## src/hw/rtl/uniform_grid_neighbor_binning_defines.svh

```systemverilog
// Assertion macros used by the grid binning RTL.
// No dependencies; included by modules that carry assertions.
`ifndef UNIFORM_GRID_NEIGHBOR_BINNING_DEFINES_SVH
`define UNIFORM_GRID_NEIGHBOR_BINNING_DEFINES_SVH

// Same-cycle implication, disabled during reset.
`define UGNB_ASSERT_IMPL(label, clk, rst, ante, cons, msg) \
   label: assert property (@(posedge clk) disable iff (rst) (ante) |-> (cons)) \
      else $error(msg);

// Next-cycle implication, disabled during reset.
`define UGNB_ASSERT_NEXT(label, clk, rst, ante, cons, msg) \
   label: assert property (@(posedge clk) disable iff (rst) (ante) |=> (cons)) \
      else $error(msg);

`endif

```

## src/hw/rtl/ugnb_pkg.sv

```systemverilog
// Types, codes and fixed widths of the uniform grid neighbor binning block.
// No dependencies; imported by every module of the block but ugnb_ram.
package ugnb_pkg;

   localparam int FRAC_BITS  = 8;
   localparam int POS_W      = 24;
   localparam int INT_W      = POS_W - FRAC_BITS;
   localparam int DIV_CNT_W  = $clog2(INT_W);
   localparam int ITEM_W     = 12;
   localparam int STATUS_W   = 3;
   localparam int CFG_W      = 11;
   localparam int CSR_IDX_W  = 2;
   localparam int CELL_NUM_W = 16;   // holds any cell number up to 65535
   localparam int CNT_W      = 5;    // holds any cell count up to 16
   localparam int TOT_W      = CNT_W + 2;

   typedef enum logic [1:0] {
      MODE_ADD    = 2'd0,
      MODE_REMOVE = 2'd1,
      MODE_QUERY  = 2'd2,
      MODE_NONE   = 2'd3
   } mode_type;

   typedef enum logic [STATUS_W-1:0] {
      ST_ENTRY   = 3'd0,
      ST_EMPTY   = 3'd1,
      ST_ADDED   = 3'd2,
      ST_REMOVED = 3'd3,
      ST_FULL    = 3'd4,
      ST_RANGE   = 3'd5
   } status_type;

   typedef enum logic [CSR_IDX_W-1:0] {
      CSR_CELL_SIZE        = 2'd0,
      CSR_CELLS_PER_ROW    = 2'd1,
      CSR_CELLS_PER_COLUMN = 2'd2
   } csr_index_type;

   typedef struct packed {
      logic [CFG_W-1:0] cell_size;
      logic [CFG_W-1:0] cells_per_row;
      logic [CFG_W-1:0] cells_per_column;
   } cfg_type;

   // Classified command: cell 0 is the home cell, then horizontal,
   // vertical and diagonal neighbor.
   typedef struct packed {
      mode_type                   mode;
      logic [ITEM_W-1:0]          item;
      logic                       range_err;
      logic [3:0]                 cell_ok;
      logic [3:0][CELL_NUM_W-1:0] cell_num;
   } cmd_type;

   typedef struct packed {
      status_type        status;
      logic [ITEM_W-1:0] index;
      logic              last;
   } rsp_type;

   typedef enum logic [1:0] {
      F_IDLE,
      F_DIV,
      F_MUL,
      F_PUSH
   } front_state_type;

   typedef enum logic [3:0] {
      B_CLEAR,
      B_IDLE,
      B_CRD,
      B_CWAIT,
      B_ADD,
      B_RRD,
      B_RCMP,
      B_RFIN,
      B_QSUM,
      B_QNEXT,
      B_QRD,
      B_QDAT,
      B_ONE
   } back_state_type;

endpackage

```

## src/hw/rtl/ugnb_queue.sv

```systemverilog
// Two-slot command queue between front and back end.
// Depends on ugnb_pkg.
module ugnb_queue import ugnb_pkg::*; (
   input  logic    clock,
   input  logic    reset,
   input  logic    in_valid,
   output logic    in_ready,
   input  cmd_type in_cmd,
   output logic    out_valid,
   input  logic    out_ready,
   output cmd_type out_cmd
);

   cmd_type    slot_ff [2];
   logic       wr_ptr_ff, rd_ptr_ff;
   logic [1:0] fill_ff;
   logic       push, pop;

   assign in_ready  = fill_ff != 2'd2;
   assign out_valid = fill_ff != 2'd0;
   assign out_cmd   = slot_ff[rd_ptr_ff];
   assign push      = in_valid && in_ready;
   assign pop       = out_valid && out_ready;

   always_ff @(posedge clock) begin
      if (reset) begin
         wr_ptr_ff <= 1'b0;
         rd_ptr_ff <= 1'b0;
         fill_ff   <= 2'd0;
      end else begin
         if (push) wr_ptr_ff <= !wr_ptr_ff;
         if (pop)  rd_ptr_ff <= !rd_ptr_ff;
         fill_ff <= fill_ff + {1'b0, push} - {1'b0, pop};
      end
   end

   always_ff @(posedge clock) begin
      if (push) slot_ff[wr_ptr_ff] <= in_cmd;
   end

endmodule

```

## config.mk

```make
export PLATFORM = sky130hd
export DESIGN_NAME = ugnb_queue
export DESIGN_NICKNAME = d
export VERILOG_FILES = /design/src/hw/rtl/uniform_grid_neighbor_binning_defines.svh /design/src/hw/rtl/ugnb_pkg.sv /design/src/hw/rtl/ugnb_queue.sv
export SDC_FILE = /design/constraint.sdc
export NUM_CORES = 1
export LEC_CHECK = 0
export BUFFER_PORTS_ARGS = -buffer_cell sky130_fd_sc_hd__buf_2
export CAP_MARGIN = 10
export CORE_MARGIN = 2
export CORE_UTILIZATION = 45
export CTS_BUF_LIST = sky130_fd_sc_hd__clkbuf_16
export DETAILED_ROUTE_END_ITERATION = 10
export GPL_TIMING_DRIVEN = 1
export PLACE_DENSITY = 0.82
export SYNTH_ARGS = -nofsm -noshare
export SYNTH_HDL_FRONTEND = slang
export SYNTH_SLANG_ARGS = --single-unit
export TNS_END_PERCENT = 20
```

## constraint.sdc

```tcl
create_clock -name clock -period 3.7 [get_ports clock]
set_input_delay 0.74 -clock clock [delete_from_list [all_inputs] [get_ports clock]]
set_output_delay 0.74 -clock clock [all_outputs]
set_load 0.05 [all_outputs]
```

# Word level (Yosys, flattened, before mapping)
# Memories as Yosys holds them, arrays and structs flattened. A register that Yosys moved wholly into a read port is not among the register bits.
# Cells that the tools add are included.
# word_totals
ram_bits	166
inputBits	87
mem_count	1
regBits	4
output_inout_bits	85
# mem_list
memory	words	word_bits	rd	rd_ports_with_merged_regs	write_ports	line	text
slot_ff	2	83	1	1	1	ugnb_queue.sv:14	cmd_type slot_ff [2];
# op_classes
reduce_logical	5
n_addsub	2
eq_ne	1
muxes	4
# op_table
op	count
two-way mux 1 bit	4
adder 2 x 1 -> 2 bit	1
logical AND 1 bit	2
logical NOT 1 bit	2
!= test 2 bit (second input constant)	1
nonzero test 2 bit	1
subtractor 2 x 1 -> 2 bit	1

# Depth between registers and ports, before layout
# depth
depth_word	4
ltp_mapped	6
ltp_nobuf	6

# Worst setup path after synthesis
# Ideal clock, no wire load.
# synth_path
path_type	reg2reg
start	register fill_ff[0]
end	memory slot_ff[1][0] (netlist name) (enable)
stages_incl_launch_ff	3
slack_ps	281
n_path_buf	0
setup_ps	451
period_less_slack_ps	3419
arrival_ps	2968
cell_sequence	dfxtp_1 -> nand2b_1 -> and3_1
# synth_between
elab_chain_len	4
# synth_rtl
element	line	text
from (decl)	ugnb_queue.sv:16	logic [1:0] fill_ff;
from (signal assigned)	ugnb_queue.sv:33	fill_ff <= fill_ff + {1'b0, push} - {1'b0, pop};
!= test 2 bit	ugnb_queue.sv:19	assign in_ready = fill_ff != 2'd2;
net in_ready	ugnb_queue.sv:7	output logic in_ready,
logical AND 1 bit	ugnb_queue.sv:22	assign push = in_valid && in_ready;
two-way mux 1 bit	ugnb_queue.sv:38	if (push) slot_ff[wr_ptr_ff] <= in_cmd;
two-way mux 1 bit (not written as such)	ugnb_queue.sv:38	
to (decl)	ugnb_queue.sv:14	
# The timed path passes the listed nets, and every way through them passes these cells.

==> out/metrics.csv <==
stage,metric,value,unit
placement,area after detailed placement,7310,sq um
sta,fmax,0.351,GHz
placement,HPWL after detailed placement,7.12,mm
setup_path,Setup crit end,out_cmd[2],
grt,met1 Use GR,17.0,%
setup_path,data arrival at the endpoint of the critical path,2.11,ns
grt,GRT Total Usage,15.0,%
sta,Period minus WS final,2.85,ns
detailed_routing,1st-iter DRT viols,242,
synth,number of enable flip-flop cells after synthesis,166,
sta,final critical-path share of the clock period,77.0,%
grt,remaining global-route overflow,0,
synth,share of flip-flops with an asynchronous set or reset,0,%
grt,largest net degree at the start of global routing,84,
power,power density normalized to cell area,739,nW/um^2
sta,setup repair after global routing missed its margin,no,
setup_path,element type at the critical path start,register,
detailed_routing,Post-DRT Antenna Nets,0,
finish,post-route cell area,7950,sq um
setup_path,Crit. End Element,output port,
power,Total Power,5.87,mW
synth,cell area after synthesis,6280,sq um
floorplan,io pins,172,
synth,share of synthesized area occupied by flip-flops and latches,81.0,%
floorplan,Std-Cell Core Area,13800,sq um
grt,via count of the first global-routing pass,3407,
power,Max VDD drop,0.390,mV
grt,first-pass GRT wire length,16.4,mm
clock_network,CTS buffer count,17,
sta,number of setup violations in the final report,0,
clock_network,hold buffer count at cts,0,
min_path,Tightest Hold Check Type,input port to register,
clock_network,Clock H-tree levels,4,
sta,worst rel slew slack,22.4,%
synth,most used flip-flop cell after synthesis,sky130_fd_sc_hd__edfxtp_1,
sta,final-layout worst hold slack,0.509,ns
run_status,run status,"complete, no violations",
clock_network,CTS tree,yes,
synth,Post-Synthesis Net Count,375,
grt,GR Util met3,5.71,%
finish,combined flip-flop and latch cell area,5090,sq um
finish,number of nets in the layout,559,
synth,top cells by area in the synthesized netlist,"sky130_fd_sc_hd__edfxtp_1 (79%), sky130_fd_sc_hd__mux2_1 (15%), sky130_fd_sc_hd__dfxtp_1 (1.6%), sky130_fd_sc_hd__buf_6 (1.3%), sky130_fd_sc_hd__nor4bb_2 (0.26%)",
detailed_routing,routed wire length,10.9,mm
floorplan,Die Span X,122,um
setup_path,"Data required, critical path",2.96,ns
placement,total placed cells including tap cells,632,
finish,area occupied by multi-input gates,1100,sq um
synth,mean cell area of the mapped netlist,21.9,sq um
setup_path,biggest fanout along the worst timing path,44,
sta,Fin Setup TNS,0,ns
synth,cells after synthesis,287,
clock_network,CTS resizes,0,
synth,number of synthesized register bits,171,
detailed_routing,DR WL/cell,16.4,um
setup_path,worst reg2reg startpoint,fill_ff[0]$_SDFF_PP0_,
floorplan,initial cell density of the core,45.6,%
sta,max-slew violations,0,
run,max capacitance violation total,0,
grt,global-route met2 utilization,25.6,%
setup_path,cells along the critical path,"buf_12, mux2_1, buf_2",
finish,"non-filler cells, final",664,
setup_path,highest-delay cell along the critical path,sky130_fd_sc_hd__dfxtp_4,
setup_path,Stages on worst setup path,3,
finish,area grow syn2layout,26.6,%
placement,port buffer count,171,
finish,filler cell count,1067,
synth,count of different cell masters after synthesis,25,
floorplan,Vert. Die Dim,122,um
floorplan,placement row count,43,
detailed_routing,detailed-route vias per instance,4.92,
setup_path,internal reg-to-reg setup slack,1.62,ns
synth,Yosys top cell area share,79.4,%
setup_path,buffers and inverters on the worst path,2,
clock_network,post-CTS setup buffer count,0,
grt,most utilized layer in the global route result,met2,
clock_network,cell at the root of the clock tree,sky130_fd_sc_hd__clkbuf_16,
detailed_routing,first-pass iteration count of the detailed router,4,
placement,routability congestion estimate,0.680,
floorplan,total die area,14900,sq um
setup_path,FF-to-FF End,slot_ff[1][6]$_DFFE_PP_,
synth,Synthesis Warnings,0,
clock_network,clock slew at the register clock pins of the worst setup and hold paths,0.06,ns
clock_network,insertion delay of the later-clocked pin in the worst-skew pair,0.42,ns
finish,ratio of cells with drive above 1 in the final layout,42.8,%
finish,antenna fix cells,0,
synth,library cell occupying the most area in the post-synthesis netlist,sky130_fd_sc_hd__edfxtp_1,
clock_network,count of clock tree sinks,171,
setup_path,max incr delay on CP,0.71,ns
detailed_routing,Residual DRC,0,
grt,antenna violations before repair,0,
detailed_routing,total number of vias,3267,
sta,post-route clock skew,0.0116,ns
clock_network,clk buf depth,2,
sta,slew at the pin with the worst max-slew slack,1.16,ns
sta,final count of hold timing violations,0,
setup_path,Top Family by Delay on Critical Path,flip-flops,
setup_path,start-to-end type of the worst setup path,register to output port,
min_path,hold path depth,1,
setup_path,logic depth of the worst register-to-register path,2,
power,Static Leak,3.00,nW
==> registers in the layout, summed over array words and instances (netlist names), named ones only <==
register   cells
wr_ptr_ff      1
fill_ff        2
slot_ff      166
rd_ptr_ff      1
==> layer usage <==
metal	share of wire (%)	routed length, um
met1	40	4340
met2	53	5740
met3	6.5	714
met4	0.98	107
met5	0	0
==> synth_stat cells, types with 2 or more instances <==
| cell type | n |
|---|---|
| sky130_fd_sc_hd__nor2_1 | 4 |
| sky130_fd_sc_hd__nor2b_1 | 2 |
| sky130_fd_sc_hd__mux2_1 | 83 |
| sky130_fd_sc_hd__edfxtp_1 | 166 |
| sky130_fd_sc_hd__buf_6 | 7 |
| sky130_fd_sc_hd__and3_1 | 2 |
| sky130_fd_sc_hd__dfxtp_1 | 5 |
==> cells in the final DEF (no fill, tap or decap), types with 2 or more instances in the layout <==
cell / count
sky130_fd_sc_hd__buf_4: 2
sky130_fd_sc_hd__mux2_1: 83
sky130_fd_sc_hd__buf_2: 171
sky130_fd_sc_hd__clkinv_4: 2
sky130_fd_sc_hd__nor2_1: 4
sky130_fd_sc_hd__edfxtp_1: 166
sky130_fd_sc_hd__bufinv_16: 5
sky130_fd_sc_hd__clkinv_2: 3
sky130_fd_sc_hd__inv_1: 3
sky130_fd_sc_hd__clkbuf_16: 17
sky130_fd_sc_hd__dfxtp_1: 4
sky130_fd_sc_hd__nor2b_1: 2
sky130_fd_sc_hd__clkinvlp_4: 2
==> worst min path at each step <==
stage                            from  slack, ns                       end
2_1_floorplan  rd_ptr_ff$_SDFFE_PP0P_       0.47                  register
3_3_place_gp   rd_ptr_ff$_SDFFE_PP0P_       0.49    rd_ptr_ff$_SDFFE_PP0P_
3_5_place_dp   rd_ptr_ff$_SDFFE_PP0P_       0.51    rd_ptr_ff$_SDFFE_PP0P_
4_1_cts                    in_cmd[79]       0.48  slot_ff[1][79]$_DFFE_PP_
5_1_grt                    in_cmd[11]       0.48  slot_ff[0][11]$_DFFE_PP_
6_report                   in_cmd[79]       0.51  slot_ff[1][79]$_DFFE_PP_
==> power breakdown <==
part	internal (mW)	leakage (nW)	switching (mW)	total, mW
Clock	1.19	0.314	0.675	1.86
Sequential	2.35	1.59	0.0970	2.45
Combinational	0.395	1.09	1.16	1.56
Total	3.94	3.00	1.93	5.87
==> metrics by stage <==
| step | setup WS [ns] | utilization, % |
|---|---|---|
| 3_3_place_gp | 1.32 | 53.1 |
| 5_1_grt | 0.724 | 57.7 |
| 4_1_cts | 0.830 | 57.7 |
| 6_report | 0.851 | 57.7 |
| 2_1_floorplan | 0.281 | - |
| 3_5_place_dp | 1.30 | 53.1 |
==> kinds of logic (layout without fill, tap and decap cells) <==
family,count (synthesis),after routing,synth area share (%)
multiplexers,83,83,14.9
adder cells (fa/ha/maj),1,1,0.199
AO/OA/AOI/OAI,6,6,0.697
buffers and inverters,10,207,1.51
flip-flops,171,171,81.0
XOR/XNOR,1,1,0.140
AND/OR/NAND/NOR,15,15,1.55
==> cell type report <==
class	count	share of cell area, %
Inverter	1	0.0630
Timing Repair Buffer	174	11.2
Multi-Input combinational cell	106	13.9
Tap cell	180	2.83
Sequential cell	171	64.0
Clock buffer	17	5.35
Clock inverter	15	2.61
(Power assumes the default switching activity.)
