==> config.mk <==
export PLATFORM = sky130hd
export DESIGN_NAME = ugnb_front
export DESIGN_NICKNAME = d
export VERILOG_FILES = /design/src/hw/rtl/uniform_grid_neighbor_binning_defines.svh /design/src/hw/rtl/ugnb_pkg.sv /design/src/hw/rtl/ugnb_front.sv
export SDC_FILE = /design/constraint.sdc
export NUM_CORES = 1
export LEC_CHECK = 0
export BUFFER_PORTS_ARGS = -buffer_cell sky130_fd_sc_hd__buf_4
export CORE_ASPECT_RATIO = 1.4
export CORE_UTILIZATION = 30
export CTS_CLUSTER_SIZE = 24
export DETAILED_ROUTE_END_ITERATION = 8
export HOLD_SLACK_MARGIN = 0.05
export PLACE_DENSITY = 0.46
export SYNTH_ARGS = -nofsm -noshare
export SYNTH_HDL_FRONTEND = slang
export SYNTH_SLANG_ARGS = --single-unit
==> constraint.sdc <==
create_clock -name clock -period 7.5 [get_ports clock]
set_input_delay 0.375 -clock clock [delete_from_list [all_inputs] [get_ports clock]]
set_output_delay 0.375 -clock clock [all_outputs]
set_load 0.01 [all_outputs]
==> src/hw/rtl/uniform_grid_neighbor_binning_defines.svh <==
// Assertion macros used by the grid binning RTL.
// No dependencies; included by modules that carry assertions.
`ifndef UNIFORM_GRID_NEIGHBOR_BINNING_DEFINES_SVH
`define UNIFORM_GRID_NEIGHBOR_BINNING_DEFINES_SVH

// Same-cycle implication, disabled during reset.
`define UGNB_ASSERT_IMPL(label, clk, rst, ante, cons, msg) \
   label: assert property (@(posedge clk) disable iff (rst) (ante) |-> (cons)) \
      else $error(msg);

// Next-cycle implication, disabled during reset.
`define UGNB_ASSERT_NEXT(label, clk, rst, ante, cons, msg) \
   label: assert property (@(posedge clk) disable iff (rst) (ante) |=> (cons)) \
      else $error(msg);

`endif

==> src/hw/rtl/ugnb_pkg.sv <==
// Types, codes and fixed widths of the uniform grid neighbor binning block.
// No dependencies; imported by every module of the block but ugnb_ram.
package ugnb_pkg;

   localparam int FRAC_BITS  = 8;
   localparam int POS_W      = 24;
   localparam int INT_W      = POS_W - FRAC_BITS;
   localparam int DIV_CNT_W  = $clog2(INT_W);
   localparam int ITEM_W     = 12;
   localparam int STATUS_W   = 3;
   localparam int CFG_W      = 11;
   localparam int CSR_IDX_W  = 2;
   localparam int CELL_NUM_W = 16;   // holds any cell number up to 65535
   localparam int CNT_W      = 5;    // holds any cell count up to 16
   localparam int TOT_W      = CNT_W + 2;

   typedef enum logic [1:0] {
      MODE_ADD    = 2'd0,
      MODE_REMOVE = 2'd1,
      MODE_QUERY  = 2'd2,
      MODE_NONE   = 2'd3
   } mode_type;

   typedef enum logic [STATUS_W-1:0] {
      ST_ENTRY   = 3'd0,
      ST_EMPTY   = 3'd1,
      ST_ADDED   = 3'd2,
      ST_REMOVED = 3'd3,
      ST_FULL    = 3'd4,
      ST_RANGE   = 3'd5
   } status_type;

   typedef enum logic [CSR_IDX_W-1:0] {
      CSR_CELL_SIZE        = 2'd0,
      CSR_CELLS_PER_ROW    = 2'd1,
      CSR_CELLS_PER_COLUMN = 2'd2
   } csr_index_type;

   typedef struct packed {
      logic [CFG_W-1:0] cell_size;
      logic [CFG_W-1:0] cells_per_row;
      logic [CFG_W-1:0] cells_per_column;
   } cfg_type;

   // Classified command: cell 0 is the home cell, then horizontal,
   // vertical and diagonal neighbor.
   typedef struct packed {
      mode_type                   mode;
      logic [ITEM_W-1:0]          item;
      logic                       range_err;
      logic [3:0]                 cell_ok;
      logic [3:0][CELL_NUM_W-1:0] cell_num;
   } cmd_type;

   typedef struct packed {
      status_type        status;
      logic [ITEM_W-1:0] index;
      logic              last;
   } rsp_type;

   typedef enum logic [1:0] {
      F_IDLE,
      F_DIV,
      F_MUL,
      F_PUSH
   } front_state_type;

   typedef enum logic [3:0] {
      B_CLEAR,
      B_IDLE,
      B_CRD,
      B_CWAIT,
      B_ADD,
      B_RRD,
      B_RCMP,
      B_RFIN,
      B_QSUM,
      B_QNEXT,
      B_QRD,
      B_QDAT,
      B_ONE
   } back_state_type;

endpackage

==> src/hw/rtl/ugnb_front.sv <==
// Front end: accepts request beats, finds cell and neighbor cells.
// Depends on ugnb_pkg.
module ugnb_front import ugnb_pkg::*; #(
   parameter int MAX_CELLS = 1024,
   parameter int MAX_ITEMS = 4096
) (
   input  logic              clock,
   input  logic              reset,
   input  cfg_type           cfg,
   input  logic              clear_done,
   input  logic              req_valid,
   output logic              req_ready,
   input  mode_type          req_mode,
   input  logic [ITEM_W-1:0] req_item,
   input  logic [POS_W-1:0]  req_x,
   input  logic [POS_W-1:0]  req_y,
   output logic              cmd_valid,
   input  logic              cmd_ready,
   output cmd_type           cmd
);

   localparam int AW = 24;
   localparam logic [AW-1:0] MAXC = AW'(MAX_CELLS);

   front_state_type state_ff, state_in;

   mode_type               mode_ff;
   logic [ITEM_W-1:0]      item_ff;
   logic [INT_W-1:0]       xd_ff, yd_ff;
   logic [CFG_W-1:0]       xr_ff, yr_ff;
   logic                   xf_ff, yf_ff, zero_ff;
   logic [DIV_CNT_W-1:0]   bit_ff;
   logic [2*CFG_W-1:0]     prod_ff;
   logic                   right_ff, top_ff, col_ok_ff, row_ok_ff;

   logic [CFG_W:0]   cs_ext, xs, ys, r2x, r2y;
   logic             xge, yge;
   logic [CFG_W-1:0] xr_step, yr_step;
   logic             accept;

   assign accept = req_valid && req_ready;
   assign cs_ext = {1'b0, cfg.cell_size};

   // one restoring division step per cycle for both axes
   always_comb begin
      xs      = {xr_ff, xd_ff[INT_W-1]};
      ys      = {yr_ff, yd_ff[INT_W-1]};
      xge     = xs >= cs_ext;
      yge     = ys >= cs_ext;
      xr_step = xge ? CFG_W'(xs - cs_ext) : xs[CFG_W-1:0];
      yr_step = yge ? CFG_W'(ys - cs_ext) : ys[CFG_W-1:0];
      r2x     = {xr_ff, 1'b0};
      r2y     = {yr_ff, 1'b0};
   end

   always_comb begin
      state_in = state_ff;
      unique case (state_ff)
         F_IDLE: if (accept && req_mode != MODE_NONE) state_in = F_DIV;
         F_DIV:  if (bit_ff == DIV_CNT_W'(INT_W - 1)) state_in = F_MUL;
         F_MUL:  state_in = F_PUSH;
         F_PUSH: if (cmd_ready) state_in = F_IDLE;
         default: state_in = F_IDLE;
      endcase
   end

   always_comb begin
      req_ready = 1'b0;
      cmd_valid = 1'b0;
      unique case (state_ff)
         F_IDLE: req_ready = clear_done;
         F_PUSH: cmd_valid = 1'b1;
         default: ;
      endcase
   end

   always_ff @(posedge clock) begin
      if (reset) begin
         state_ff <= F_IDLE;
      end else begin
         state_ff <= state_in;
      end
   end

   always_ff @(posedge clock) begin
      if (accept) begin
         mode_ff <= req_mode;
         item_ff <= req_item;
         xd_ff   <= req_x[POS_W-1:FRAC_BITS];
         yd_ff   <= req_y[POS_W-1:FRAC_BITS];
         xf_ff   <= req_x[FRAC_BITS-1];
         yf_ff   <= req_y[FRAC_BITS-1];
         xr_ff   <= '0;
         yr_ff   <= '0;
         zero_ff <= cfg.cell_size == '0;
         bit_ff  <= '0;
      end else if (state_ff == F_DIV) begin
         xd_ff  <= {xd_ff[INT_W-2:0], xge};
         yd_ff  <= {yd_ff[INT_W-2:0], yge};
         xr_ff  <= xr_step;
         yr_ff  <= yr_step;
         bit_ff <= bit_ff + 1'b1;
      end
      if (state_ff == F_MUL) begin
         prod_ff   <= yd_ff[CFG_W-1:0] * cfg.cells_per_row;
         col_ok_ff <= xd_ff < INT_W'(cfg.cells_per_row);
         row_ok_ff <= yd_ff < INT_W'(cfg.cells_per_column);
         // upper half: fraction times two reaches the span
         right_ff  <= (r2x >= cs_ext) || ((r2x + 1'b1 == cs_ext) && xf_ff);
         top_ff    <= (r2y >= cs_ext) || ((r2y + 1'b1 == cs_ext) && yf_ff);
      end
   end

   // neighbor classification from the registered product
   logic [AW-1:0] c0, c1, c2, c3, cpr, col, row;
   logic          in_ok, h_ok, v_ok, item_bad;

   always_comb begin
      cpr = AW'(cfg.cells_per_row);
      col = AW'(xd_ff);
      row = AW'(yd_ff);
      c0  = AW'(prod_ff) + col;
      c1  = right_ff ? c0 + 1'b1 : c0 - 1'b1;
      c2  = top_ff ? c0 - cpr : c0 + cpr;
      c3  = right_ff ? c2 + 1'b1 : c2 - 1'b1;
      in_ok = !zero_ff && col_ok_ff && row_ok_ff && (c0 < MAXC);
      h_ok  = right_ff ? (col + 1'b1 < cpr) : (col != '0);
      v_ok  = top_ff ? (row != '0) : (row + 1'b1 < AW'(cfg.cells_per_column));
      item_bad = (mode_ff != MODE_QUERY) && (32'(item_ff) >= 32'(MAX_ITEMS));
      cmd.mode        = mode_ff;
      cmd.item        = item_ff;
      cmd.range_err   = !in_ok || item_bad;
      cmd.cell_ok[0]  = 1'b1;
      cmd.cell_ok[1]  = h_ok && (c1 < MAXC);
      cmd.cell_ok[2]  = v_ok && (c2 < MAXC);
      cmd.cell_ok[3]  = h_ok && v_ok && (c3 < MAXC);
      cmd.cell_num[0] = c0[CELL_NUM_W-1:0];
      cmd.cell_num[1] = c1[CELL_NUM_W-1:0];
      cmd.cell_num[2] = c2[CELL_NUM_W-1:0];
      cmd.cell_num[3] = c3[CELL_NUM_W-1:0];
   end

endmodule

# Word level (Yosys, flattened, before mapping)
# Index checks and enable logic that the tools add are counted.
# classes
add_sub_neg	14
mul	1
n_lt_le_gt_ge	12
eq_ne	10
n_mux	17
reduce_logical	21
# op_table
op	count
$lt A24 B11 Y1 const B	3
$mux W24	3
$mux W16	4
$ge A12 B11 Y1	4
$add A16 B1 Y17 const B	2
$lt A17 B11 Y1	2
$lt A16 B11 Y1	2
$reduce_bool A16 Y1	2
$add A12 B1 Y12 const B	2
$add A23 B1 Y24 const B	1
$add A23 B11 Y24	1
$add A24 B1 Y24 const B	1
$eq A12 B11 Y1	2
$sub A23 B1 Y24 const B	1
$sub A23 B11 Y24	1
$sub A24 B1 Y24 const B	1
$add A22 B16 Y23	1
$lt A23 B11 Y1 const B	1
$mul A11 B11 Y22	1
$mux W11	2
$sub A11 B11 Y11	2
$logic_and A1 B1 Y1	11
$logic_not A11 Y1	1
$ne A2 B2 Y1 const B	4
other kinds (12)	20
# totals
regBits	103
in_bits	100
output_inout_bits	85
wordCells	91

# Longest topological paths before layout
# logic_depth
ltp_word	7
depth_mapped	35
mapped_depth_nobuf	35

# Worst setup path after synthesis
# No wires, ideal clock.
# synth_timing
kind	reg2out
startpoint	reg xd_ff[6]
endpoint	out cmd[67] (netlist bit)
arrival_time_ps	6951
required_time_ps	7125
path_slack_ps	174
stages_incl_launch_ff	35
n_path_buf	1
cell_sequence	edfxtp_1 > ha_1 > a21o_1 > a21o_1 > o41a_2 > o21a_1 > o21a_1 > o21a_1 > o21ai_0 > nand2b_1 > a21oi_1 > xnor2_1 > ha_1 > clkbuf_1 > a21oi_1 > nand2_1 > or3_1 > a211o_1 > o311ai_1 > nor2_1 > nand3_1 > a41oi_1 > o21a_1 > or3_4 > and2_2 > ha_1 > inv_1 > or3_1 > nand3_1 > a2111oi_0 > nand2_1 > nor3_1 > nor4bb_1 > o2111ai_1 > nor3b_1
# synth_rtl
element	line	rtl
start: declaration	ugnb_front.sv:29	logic [INT_W-1:0] xd_ff, yd_ff;
start signal: assignment	ugnb_front.sv:89	xd_ff <= req_x[POS_W-1:FRAC_BITS];
start signal: assignment	ugnb_front.sv:98	xd_ff <= {xd_ff[INT_W-2:0], xge};
end: declaration	ugnb_front.sv:19	output cmd_type cmd

==> impl_metrics.yaml <==
logic_synthesis:
  synth_seq_cells: 103
  synth_edf_count: 75
  synth_most_common_cell: "nand2_1"
  ys_top_cells_by_count: "nand2_1 (234), ha_1 (211), inv_1 (202), nor2_1 (134), a21oi_1 (92)"
  ys_types: 84
  synth_area_leaders: "ha_1 (18%), edfxtp_1 (15%), fa_1 (11%)"
  synth_area_leader_cell: "ha_1"
  synth-main-ff-cell: "edfxtp_1"
  synthArstFlopShare_pct: 0
  synth_warnings: 0
  synth_cells: 1823
  netlist.area_leader.share_pct: 17.5
  yosysSeqAreaShare_pct: 18.7
  netlist_area_um2: 15100
  syn_nets: 2220
  avgSynthCellArea_um2: 8.27
routing:
  wire_per_inst_um: 18.0
  vias: 13569
  first_pass_iters: 5
  drc_errors: 0
  wl_mm: 48.0
  drtIter0Drc: 525
  viasPerCell: 5.10
  ant_nets: 0
worst_hold_path:
  hp-start: "reset"
  hold_path.class: "in2reg"
setup_path:
  cpPeakStageDelay_ps: 460
  reg2reg_from: "yd_ff[2]"
  cp_max_fo: 5
  arrival_ps: 7120
  critPathKind: "reg2out"
  crit_required_ps: 7120
  cp-startpoint: "prod_ff[1]"
  slowest_stage: "o41a_4"
  startpoint_type: "register"
  cpMostUsedCell: "o21a_1"
  setup.worst_path.end_class: "primary output"
die:
  die_area_um2: 51200
  io_pins: 185
  die_w_um: 191
  rows: 96
  core_um2: 49400
  dieHeight_um: 267
  start_util_pct: 30.5
layout:
  design_area_um2: 18000
  final_cells: 2662
  num-fill-cells: 5128
  drive_gt1_share_pct: 15.9
  final_nets: 2415
  layout-area-overhead-vs-synth_pct: 19.2
global_route:
  grt_max_degree: 48
  grt.total_usage_pct: 18.8
  antenna_found_initial: 1
  grt_pass1_vias: 13951
  overflow: 0
  grt_pass1_wl_mm: 74.6
cts:
  clock_path_buffers: 2
  cts_tree: "done"
  root_buffer: "clkbuf_16"
  cts.clk_slew.worst_paths_ps: 80
  clk_latency_ps: 380
  cts_sinks: 103
  htreeDepth: 3
  cts_hold_buf: 0
  numCtsBuffers: 9
sta:
  rsz0062_at_grt: "true"
  finalCritPeriodShare_pct: 99.9
  timing.hold.ws_ps: 154
  fin_setup_tns_ps: 0
  maxSlewViolCount: 0
  hold_viol: 0
  finClkSkew_ps: 5.45
  worstMarginPinSlew_ps: 895
  min_period_ps: 7490
  max_freq_ghz: 0.133
  slew_headroom_pct: 40.3
  setup_viol: 0
placed_design:
  gp_congestion: 0.855
  io_buffers: 169
  placed_cells: 2617
  hpwlAfterDp_mm: 39.3
  place_area_um2: 17200
run:
  drv_cap: 0
status:
  outcome: "finished, final reports clean"
[worst max-delay path: cells and delay by family, from the launching register on]
kind / cells / cell delay, ps
AND/OR/NAND/NOR: 14 / 2150
AO/OA/AOI/OAI: 14 / 2950
buffers and inverters: 2 / 220
flip-flops: 1 / 450
adder cells (fa/ha/maj): 3 / 860
XOR/XNOR: 1 / 90
[placed cells by master (no fill, tap or decap), drive strengths merged, types with 70 or more instances in the layout]
cell type | Yosys | routed
buf | 11 | 239
nand2 | 234 | 234
ha | 211 | 211
inv | 203 | 207
nor2 | 134 | 134
a21oi | 94 | 94
fa | 86 | 86
xnor2 | 76 | 76
edfxtp | 75 | 75
o21ai | 70 | 70
[layer usage]
layer	track usage, %	vias to the layer above	share of wire (%)
li1	-	6760	-
met1	21.4	6447	41
met2	35.2	297	52
met3	2.73	65	4.0
met4	6.63	0	2.9
met5	0	-	0
[registers in the layout, indices dropped and copies added, names as in the netlist]
signal / flops
zero_ff: 1
mode_ff: 2
yr_ff: 11
xf_ff: 1
state_ff: 2
item_ff: 12
prod_ff: 22
bit_ff: 4
xr_ff: 11
row_ok_ff: 1
yd_ff: 16
yf_ff: 1
right_ff: 1
col_ok_ff: 1
top_ff: 1
xd_ff: 16
[what timing repair did]
item | in CTS | in global routing
endpoints found under the setup margin | 1 | 1
pin swaps | 31 | 30
gates resized for setup | 32 | 16
buffers inserted | 23 | 6
[stage by stage]
step           worst slack [ps]  util (%)
2_1_floorplan               174         -
3_5_place_dp              -32.7      34.9
4_1_cts                   -88.4      36.2
3_3_place_gp              -3.15      34.9
5_1_grt                    -424      36.4
6_report                   8.87      36.4
[final cells by class]
class / instances / area (um^2) / area share (%)
multi-input cells: 1461 / 11500 / 64.1
flip-flops and latches: 103 / 2810 / 15.6
clock inverters: 6 / 51.3 / 0.285
well taps: 637 / 797 / 4.43
clock buffers: 10 / 229 / 1.27
diodes: 2 / 5.00 / 0.0278
repair buffers: 239 / 1800 / 10.0
inverters: 204 / 768 / 4.27
[cells by family after synthesis]
| group | after synthesis | synth area share, % |
|---|---|---|
| and+or+nand+nor | 632 | 19.6 |
| AOI/OAI and AO/OA | 410 | 18.9 |
| adders and majority gates | 299 | 29.1 |
| buffers and inverters | 259 | 6.60 |
| xor gates and xnor gates | 108 | 6.36 |
| DFF | 103 | 18.7 |
| muxes | 11 | 0.755 |
| other | 1 | 0.0249 |
[path summary, 6_finish.rpt]
kind                                    end  slack (ps)  depth (start not counted)
worst max-delay path                cmd[67]           9                         34
worst min-delay path            state_ff[0]         150                          2
worst max register to register  prod_ff[21]        1270                         20
worst min register to register     xr_ff[6]         490                          2
Power is not shown: default switching activity piles up to over one toggle a cycle in this logic, so the estimate is an artifact.
